### src/ihb_pkg.sv
`default_nettype none
// ----------------------------------------------------------------------------
// ihb_pkg
// Shared widths, function and register codes, controller command and status
// types, and the constant function that builds the sigmoid probability table.
// ----------------------------------------------------------------------------
package ihb_pkg;

  localparam int COORD_W    = 6;
  localparam int FIX_W      = 16;
  localparam int SUM_W      = 19;
  localparam int SIZE_W     = 7;
  localparam int BETA_W     = 16;
  localparam int PROB_W     = 17;
  localparam int PROD_W     = 36;
  localparam int ARG_W      = 24;
  localparam int NBR_W      = 4;
  localparam int FUNC_W     = 2;
  localparam int CFG_IDX_W  = 2;
  localparam int CFG_DATA_W = 16;

  localparam logic [FUNC_W-1:0] FUNC_LOAD   = 2'd0;
  localparam logic [FUNC_W-1:0] FUNC_UPDATE = 2'd1;
  localparam logic [FUNC_W-1:0] FUNC_READ   = 2'd2;

  localparam logic [CFG_IDX_W-1:0] CFG_WIDTH  = 2'd0;
  localparam logic [CFG_IDX_W-1:0] CFG_HEIGHT = 2'd1;
  localparam logic [CFG_IDX_W-1:0] CFG_BETA   = 2'd2;
  localparam logic [CFG_IDX_W-1:0] CFG_FIELD  = 2'd3;

  localparam logic [SIZE_W-1:0] WIDTH_RESET  = 7'd64;
  localparam logic [SIZE_W-1:0] HEIGHT_RESET = 7'd64;
  localparam logic [BETA_W-1:0] BETA_RESET   = 16'd256;

  localparam logic [63:0] ONE_Q24 = 64'd16777216;

  typedef struct packed {
    logic capture;
    logic fetch_a;
    logic fetch_b;
    logic sum;
    logic scale;
    logic lookup;
    logic finish;
  } ihb_cmd_t;

  typedef struct packed {
    logic update_go;
  } ihb_stat_t;

  function automatic logic [63:0] udiv64(logic [63:0] num, logic [63:0] den);
    logic [63:0] q;
    logic [64:0] r;
    q = '0;
    r = '0;
    for (int k = 63; k >= 0; k--) begin
      r = {r[63:0], num[k]};
      if (r >= {1'b0, den}) begin
        r    = r - {1'b0, den};
        q[k] = 1'b1;
      end
    end
    return q;
  endfunction

  // exp(a * 8 / 2^bits) in Q.24: Taylor series of exp(x/8), squared three times.
  function automatic logic [63:0] exp_q24(int unsigned bits, logic [63:0] a);
    logic [63:0] y;
    logic [63:0] term;
    logic [63:0] acc;
    y    = a << (24 - bits);
    term = ONE_Q24;
    acc  = ONE_Q24;
    for (int n = 1; n <= 12; n++) begin
      term = udiv64((term * y) >> 24, 64'(n));
      acc  = acc + term;
    end
    for (int k = 0; k < 3; k++) begin
      acc = (acc * acc) >> 24;
    end
    return acc;
  endfunction

  function automatic logic [PROB_W-1:0] prob_entry(int unsigned bits, int unsigned i);
    int          c;
    logic [63:0] a;
    logic [63:0] e;
    logic [63:0] d;
    logic [63:0] pos;
    c   = 2 * int'(i) + 1 - (1 << bits);
    a   = 64'((c < 0) ? -c : c);
    e   = exp_q24(bits, a);
    d   = ONE_Q24 + e;
    pos = udiv64(e * 64'd65536 + (d >> 1), d);
    return (c > 0) ? pos[PROB_W-1:0] : PROB_W'(64'd65536 - pos);
  endfunction

endpackage
`default_nettype wire

### src/ihb_ctrl.sv
`default_nettype none
// ----------------------------------------------------------------------------
// ihb_ctrl
// Sequencer for one site transaction at a time: fetch, then for an in-range
// update sum, scale and table lookup, and hand-off to the output register.
// ----------------------------------------------------------------------------
module ihb_ctrl (
  input  wire logic              clk,
  input  wire logic              rst_n,
  input  wire logic              in_valid,
  output logic                   in_ready,
  output logic                   out_valid,
  input  wire logic              out_ready,
  output ihb_pkg::ihb_cmd_t      cmd,
  input  wire ihb_pkg::ihb_stat_t stat
);
  import ihb_pkg::*;

  typedef enum logic [2:0] {
    S_IDLE,
    S_FETCH_A,
    S_FETCH_B,
    S_SUM,
    S_SCALE,
    S_LOOKUP,
    S_FINISH
  } state_t;

  state_t state_r, state_nxt;
  logic   out_valid_r, out_valid_nxt;

  always_comb begin
    cmd           = '0;
    state_nxt     = state_r;
    out_valid_nxt = out_valid_r & ~out_ready;
    unique case (state_r)
      S_IDLE: begin
        cmd.capture = in_valid;
        if (in_valid) begin
          state_nxt = S_FETCH_A;
        end
      end
      S_FETCH_A: begin
        cmd.fetch_a = 1'b1;
        state_nxt   = stat.update_go ? S_FETCH_B : S_FINISH;
      end
      S_FETCH_B: begin
        cmd.fetch_b = 1'b1;
        state_nxt   = S_SUM;
      end
      S_SUM: begin
        cmd.sum   = 1'b1;
        state_nxt = S_SCALE;
      end
      S_SCALE: begin
        cmd.scale = 1'b1;
        state_nxt = S_LOOKUP;
      end
      S_LOOKUP: begin
        cmd.lookup = 1'b1;
        state_nxt  = S_FINISH;
      end
      S_FINISH: begin
        cmd.finish = ~out_valid_r | out_ready;
        if (cmd.finish) begin
          out_valid_nxt = 1'b1;
          state_nxt     = S_IDLE;
        end
      end
      default: begin
        state_nxt = S_IDLE;
      end
    endcase
  end

  always_ff @(posedge clk) begin
    if (!rst_n) begin
      state_r     <= S_IDLE;
      out_valid_r <= 1'b0;
    end else begin
      state_r     <= state_nxt;
      out_valid_r <= out_valid_nxt;
    end
  end

  assign in_ready  = (state_r == S_IDLE);
  assign out_valid = out_valid_r;

endmodule
`default_nettype wire

### config.mk
export PLATFORM = sky130hd
export DESIGN_NAME = ihb_ctrl
export DESIGN_NICKNAME = d
export VERILOG_FILES = /design/src/ihb_pkg.sv /design/src/ihb_ctrl.sv
export SDC_FILE = /design/constraint.sdc
export NUM_CORES = 1
export LEC_CHECK = 0
export BUFFER_PORTS_ARGS = -buffer_cell sky130_fd_sc_hd__buf_2
export CORE_AREA = 4 4 41 43
export DETAILED_ROUTE_END_ITERATION = 12
export DIE_AREA = 0 0 45 47
export GPL_ROUTABILITY_DRIVEN = 0
export PLACE_DENSITY = 0.44
export REMOVE_ABC_BUFFERS = 1
export SYNTH_ARGS = -nofsm -noshare
export SYNTH_HDL_FRONTEND = slang
export SYNTH_SLANG_ARGS = --single-unit
### constraint.sdc
create_clock -name clk -period 1.5 [get_ports clk]
set_clock_uncertainty 0.15 [all_clocks]
set_input_delay 0.075 -clock clk [delete_from_list [all_inputs] [get_ports clk]]
set_output_delay 0.075 -clock clk [all_outputs]
set_load 0.01 [all_outputs]
==> impl_metrics.csv, run 1 <==
group,metric,value,unit
run_status,status,"completed",
critical_path,path_max_fanout,11,
global_routing,gr-usage-all-layers,0.0758,
clock_network,clk_pin_slew,0.04,ns
drt,via_per_inst,4.19,
final_layout,finalNetCount,54,
critical_path,cp_data_required_time,1.27,ns
drt,vias,260,
logic_synthesis,ys_types,22,
drt,drt-total-wl,683,µm
hold_path,hold_depth,4,
logic_synthesis,synthTopCellsByArea,"dfxtp_1 (29%), buf_6 (8.1%), a21oi_2 (6.3%)",
critical_path,crit_type,"reg2out",
floorplanning,rows,13,
floorplanning,initial_utilization,0.213,
sta,rsz0062_at_grt,"no",
clock_network,cts.htree.levels,1,
logic_synthesis,synth_area,278,µm²
global_routing,grt_max_degree,14,
sta,finalHoldViolations,0,
clock_network,worstSkewPairLatency,0.24,ns
critical_path,path_cells,"and3b_1 > buf_2",
critical_path,startpoint_type,"flip-flop",
sta,setup_viol,0,
sta,fmax,0.704,GHz
clock_network,numCtsBuffers,3,
final_layout,drive_above_1_share,0.511,
sta,drv_slew,0,
global_routing,grt.overflow.total,0,
clock_network,ctsLongestPathBuffers,2,
final_layout,antenna_cells,0,
floorplanning,die_area,2120,µm²
clock_network,clockRootBuffer,"clkbuf_4",
drt,post-route-drc-count,0,
sta,timing.final.crit_share,0.947,
global_routing,grt_pass1_vias,227,
logic_synthesis,syn_area_per_cell,8.42,µm²
sta,worst_pin_slew,0.386,ns
sta,min_period,1.42,ns
critical_path,r2r-start,"state_r[0]",
final_layout,n_fill_cell,155,
critical_path,r2r-end,"state_r[2]",
logic_synthesis,synth_top_cell_area_share,0.288,
final_layout,syn_to_final_growth,32.0,%
drt,drt_iter0_drc,3,
job,drv_cap,0,
logic_synthesis,ys_seq_area_frac,0.288,
floorplanning,die_x,45,µm
hold_path,hold_start,"stat",
drt,antenna_left,0,
clock_network,cts_tree,"built",
hold_path,hold_path.class,"in2reg",
power,leakagePower,0.177,nW
logic_synthesis,ys_seq_elements,4,
logic_synthesis,syn_inst,33,
hold_path,hold_end,"state_r[2]",
power,power.density,1020,nW/µm²
placement,place_ws,0.206,ns
placement,io_buffers,13,
power,vdd_ir_drop_max,264,µV
logic_synthesis,yosys.area.top_type,"dfxtp_1",
floorplanning,chipHeight,47,µm
drt,wire_per_inst,11.0,µm
global_routing,antenna_found_initial,0,
logic_synthesis,ys_warn_count,0,
sta,fin_tns_setup,0,ns
sta,setup_ws,0.0789,ns
critical_path,cp-end-kind,"primary output",
global_routing,grt_pass1_wl,1000,µm
critical_path,slowest_delay,0.54,ns
floorplanning,io_pins,14,
clock_network,post_cts.repair.setup_buffers,0,
drt,drt_first_pass_iters,3,
critical_path,critPathArrivalTime,1.20,ns
critical_path,ff2ff_path_depth,3,
sta,slew_headroom,0.742,
clock_network,clock-sinks,4,
floorplanning,core_area,1300,µm²
critical_path,rrSetupSlack,0.20,ns
critical_path,cp_slowest_cell,"dfxtp_1",
## metrics by stage
step	power [mW]	instances	area, µm²	utilization	hold WS (ns)
after CTS	0.382	62	365	0.281	0.0311
final	0.375	62	367	0.282	0.0338
after detailed placement	0.232	58	332	0.255	0.236
after floorplan	0.197	30	248	-	0.107
after global routing	0.405	62	367	0.282	0.0464
after global placement	0.232	58	332	0.255	0.227
## timing repair
| action | CTS | global route |
|---|---|---|
| hold buffers | 1 | 0 |
| resized for setup | 1 | 1 |
| endpoints found under the hold margin | 2 | 0 |
| endpoints found under the setup margin | 1 | 2 |
| gates cloned | 0 | 0 |
## cell families (layout without fill, tap and decap cells)
family                 Yosys count  in the layout  share of synthesized area
and+or+nand+nor                 17             17                      0.378
AOI/OAI and AO/OA                7              7                      0.198
buffers and inverters            5             19                      0.135
DFF                              4              4                      0.288
## final cells by class
| type | count | area, µm² | share of cell area |
|---|---|---|---|
| multi-input combinational | 24 | 160 | 0.437 |
| tap | 15 | 18.8 | 0.0512 |
| clock buffer | 3 | 22.5 | 0.0614 |
| timing repair buffer | 14 | 75.1 | 0.205 |
| sequential | 4 | 82.6 | 0.225 |
| inverter | 2 | 7.51 | 0.0205 |
## placed cells by master (no fill, tap or decap), drive strengths merged, types with 2 or more instances in the layout
cell type   n
a21oi       4
buf        13
clkbuf      3
dfxtp       4
inv         2
nand2       2
nor2        3
nor2b       2
nor3        3
nor3b       2
## power by group
part           switching, mW  internal, mW
sequential            0.0274         0.118
clock                 0.0507        0.0900
combinational         0.0412        0.0476
total                  0.119         0.255
## sequential cells by signal, indices dropped and copies added (netlist names)
signal,cells
out_valid,1
state_r,3
## metal layers
layer	vias to the layer above	wire (µm)	global-route usage	share of wire
met3	2	74	0.0383	0.11
met4	0	10	0.105	0.015
li1	138	-	-	-
met2	11	262	0.0904	0.38
met5	-	0	0	0
met1	109	335	0.0816	0.49
## synthesized netlist by cell type, drive strengths merged
cell type / instances
a21o: 1
nand2b: 1
nand2: 2
and2b: 1
nor2: 3
buf: 3
inv: 2
dfxtp: 4
or2b: 1
nor3b: 2
nor3: 3
a2111oi: 1
o21ai: 1
and3b: 1
nor2b: 2
and2: 1
a21oi: 4
## worst max-delay path: cells and delay by family, from the launching register on
family | cells | cell delay [ns]
flip-flops | 1 | 0.54
buffers and inverters | 1 | 0.15
AND/OR/NAND/NOR | 1 | 0.27
## worst max-delay path by stage
| stage | start | cells after the start | end |
|---|---|---|---|
| 4_1_cts | state_r[1] | 2 | cmd[4] |
| 5_1_grt | state_r[0] | 2 | cmd[3] |
| 6_report | state_r[0] | 2 | cmd[3] |
| 3_3_place_gp | state_r[2] | 4 | cmd[0] |
| 2_1_floorplan | state_r[0] | 3 | state_r[2] |
| 3_5_place_dp | state_r[0] | 3 | state_r[2] |
No activity file was read; power rests on OpenSTA's default activity.
==> run 2: changes to the inputs <==
--- a/config.mk
+++ b/config.mk
@@ -10,7 +10,7 @@
 export DETAILED_ROUTE_END_ITERATION = 12
 export DIE_AREA = 0 0 45 47
 export GPL_ROUTABILITY_DRIVEN = 0
-export PLACE_DENSITY = 0.44
+export PLACE_DENSITY_LB_ADDON = 0.12
 export REMOVE_ABC_BUFFERS = 1
 export SYNTH_ARGS = -nofsm -noshare
 export SYNTH_HDL_FRONTEND = slang
==> run 2 against run 1 <==
  * Power shrank 1.3%
  * Combinational power shrank 2%
  * Sequential cell count is the same
  * Sequential power is essentially flat
  * Routed wire length shrank 7.9%
  * Hold slack gained 0.016 ns
  * Global-route usage shrank 0.87 points
  * Cell count is the same
  * Largest cell class unchanged
==> impl_metrics.csv, run 2 (same netlist as run 1, synthesis figures left out) <==
group,metric,value,unit
run_status,status,"completed",
clock_network,cts.htree.levels,1,
clock_network,worstSkewPairLatency,0.24,ns
global_routing,grt_max_degree,14,
power,pwr-share-clk,0.371,
placement,place_ws,0.199,ns
clock_network,post_cts.repair.setup_buffers,0,
sta,slew_headroom,0.734,
clock_network,cts_tree,"built",
hold_path,hold_start,"stat",
final_layout,n_fill_cell,158,
placement,hpwl,473,µm
sta,drv_slew,0,
final_layout,seq_area,82.6,µm²
final_layout,largest_register,"state_r",
sta,setup_viol,0,
drt,antenna_left,0,
floorplanning,die_area,2120,µm²
global_routing,grt_pass1_vias,245,
power,leakagePower,0.177,nW
global_routing,grt.overflow.total,0,
placement,io_buffers,13,
critical_path,crit_type,"reg2out",
global_routing,antenna_found_initial,0,
floorplanning,io_pins,14,
power,pwr-share-comb,0.236,
final_layout,antenna_cells,0,
global_routing,gr-usage-all-layers,0.0671,
sta,timing.final.crit_share,0.948,
sta,fmax,0.703,GHz
power,sw_frac_of_total,0.310,
floorplanning,initial_utilization,0.213,
power,seq_power_share,0.393,
job,drv_cap,0,
critical_path,cp_data_required_time,1.27,ns
power,vdd_ir_drop_max,383,µV
final_layout,final_common_cell,"buf_2",
global_routing,grt_pass1_wl,986,µm
drt,post-route-drc-count,0,
sta,worst_pin_slew,0.399,ns
final_layout,syn_to_final_growth,32.0,%
sta,rsz0062_at_grt,"no",
drt,drt-total-wl,629,µm
floorplanning,chipHeight,47,µm
clock_network,clockRootBuffer,"clkbuf_4",
sta,finalHoldViolations,0,
floorplanning,rows,13,
sta,fin_tns_setup,0,ns
sta,hold_slack,0.0500,ns
critical_path,critPathArrivalTime,1.20,ns
clock_network,numCtsBuffers,3,
power,power.density,1010,nW/µm²
power,intPower,0.255,mW
drt,via_per_inst,4.39,
clock_network,ctsLongestPathBuffers,2,
critical_path,path_max_fanout,11,
drt,wire_per_inst,10.1,µm
floorplanning,core_area,1300,µm²
final_layout,finalNetCount,54,
final_layout,final_cell_mix,"buf_2 (13), nor2_1 (3), clkbuf_4 (3)",
final_layout,final_cells,62,
power,switching_power,0.115,mW
final_layout,largest_reg_flops,3,
final_layout,drive_above_1_share,0.511,
drt,drt_first_pass_iters,2,
critical_path,cp-end-kind,"primary output",
drt,vias,272,
clock_network,clock-sinks,4,
sta,setup_ws,0.0781,ns
sta,min_period,1.42,ns
critical_path,r2r-start,"state_r[0]",
critical_path,startpoint_type,"flip-flop",
critical_path,cp-startpoint,"state_r[0]",
drt,drt_iter0_drc,1,
hold_path,hold_path.class,"in2reg",
final_layout,multi_input_area,160,µm²
floorplanning,die_x,45,µm
placement,dp.cells,58,
power,power,0.370,mW
clock_network,clk_pin_slew,0.04,ns
run 2: layer usage:
layer / global-route usage / part of all wire
met5: 0 / 0
met2: 0.0960 / 0.45
met1: 0.0748 / 0.45
met4: 0.0702 / 0.014
met3: 0.0230 / 0.086
run 2: power groups by stage:
stage	logic (mW)	clock network [mW]	registers [mW]
after floorplan	0.0578	0	0.139
after global placement	0.0872	0	0.143
after detailed placement	0.0874	0	0.145
after CTS	0.0896	0.145	0.144
after global routing	0.0983	0.148	0.148
final	0.0873	0.137	0.145
run 2: cell type report:
| class | count | share of cell area |
|---|---|---|
| Multi-Input combinational cell | 24 | 0.437 |
| Sequential cell | 4 | 0.225 |
| Timing Repair Buffer | 14 | 0.205 |
| Clock buffer | 3 | 0.0614 |
| Tap cell | 15 | 0.0512 |
| Inverter | 2 | 0.0205 |
run 2: through the flow:
stage               cell area, µm²  utilization
floorplan                      248            -
global placement               332        0.255
detailed placement             332        0.255
CTS                            365        0.281
global route                   367        0.282
finish                         367        0.282
run 2: final timing paths:
check / to / slack (ns) / cells past startpoint
worst max-delay path: cmd[3] / 0.08 / 2
worst min-delay path: state_r[2] / 0.05 / 4
worst max register to register: state_r[2] / 0.18 / 3
worst min register to register: state_r[0] / 0.42 / 1
run 2: timing repair:
action	4_1_cts	5_1_grt
setup endpoints to repair	1	1
hold endpoints to repair	2	0
hold buffers	1	0
gates resized for setup	1	1
run 2: critical path: stages (launching register included):
cell     delay, ns
dfxtp_1       0.55
and3b_1       0.26
buf_2         0.14
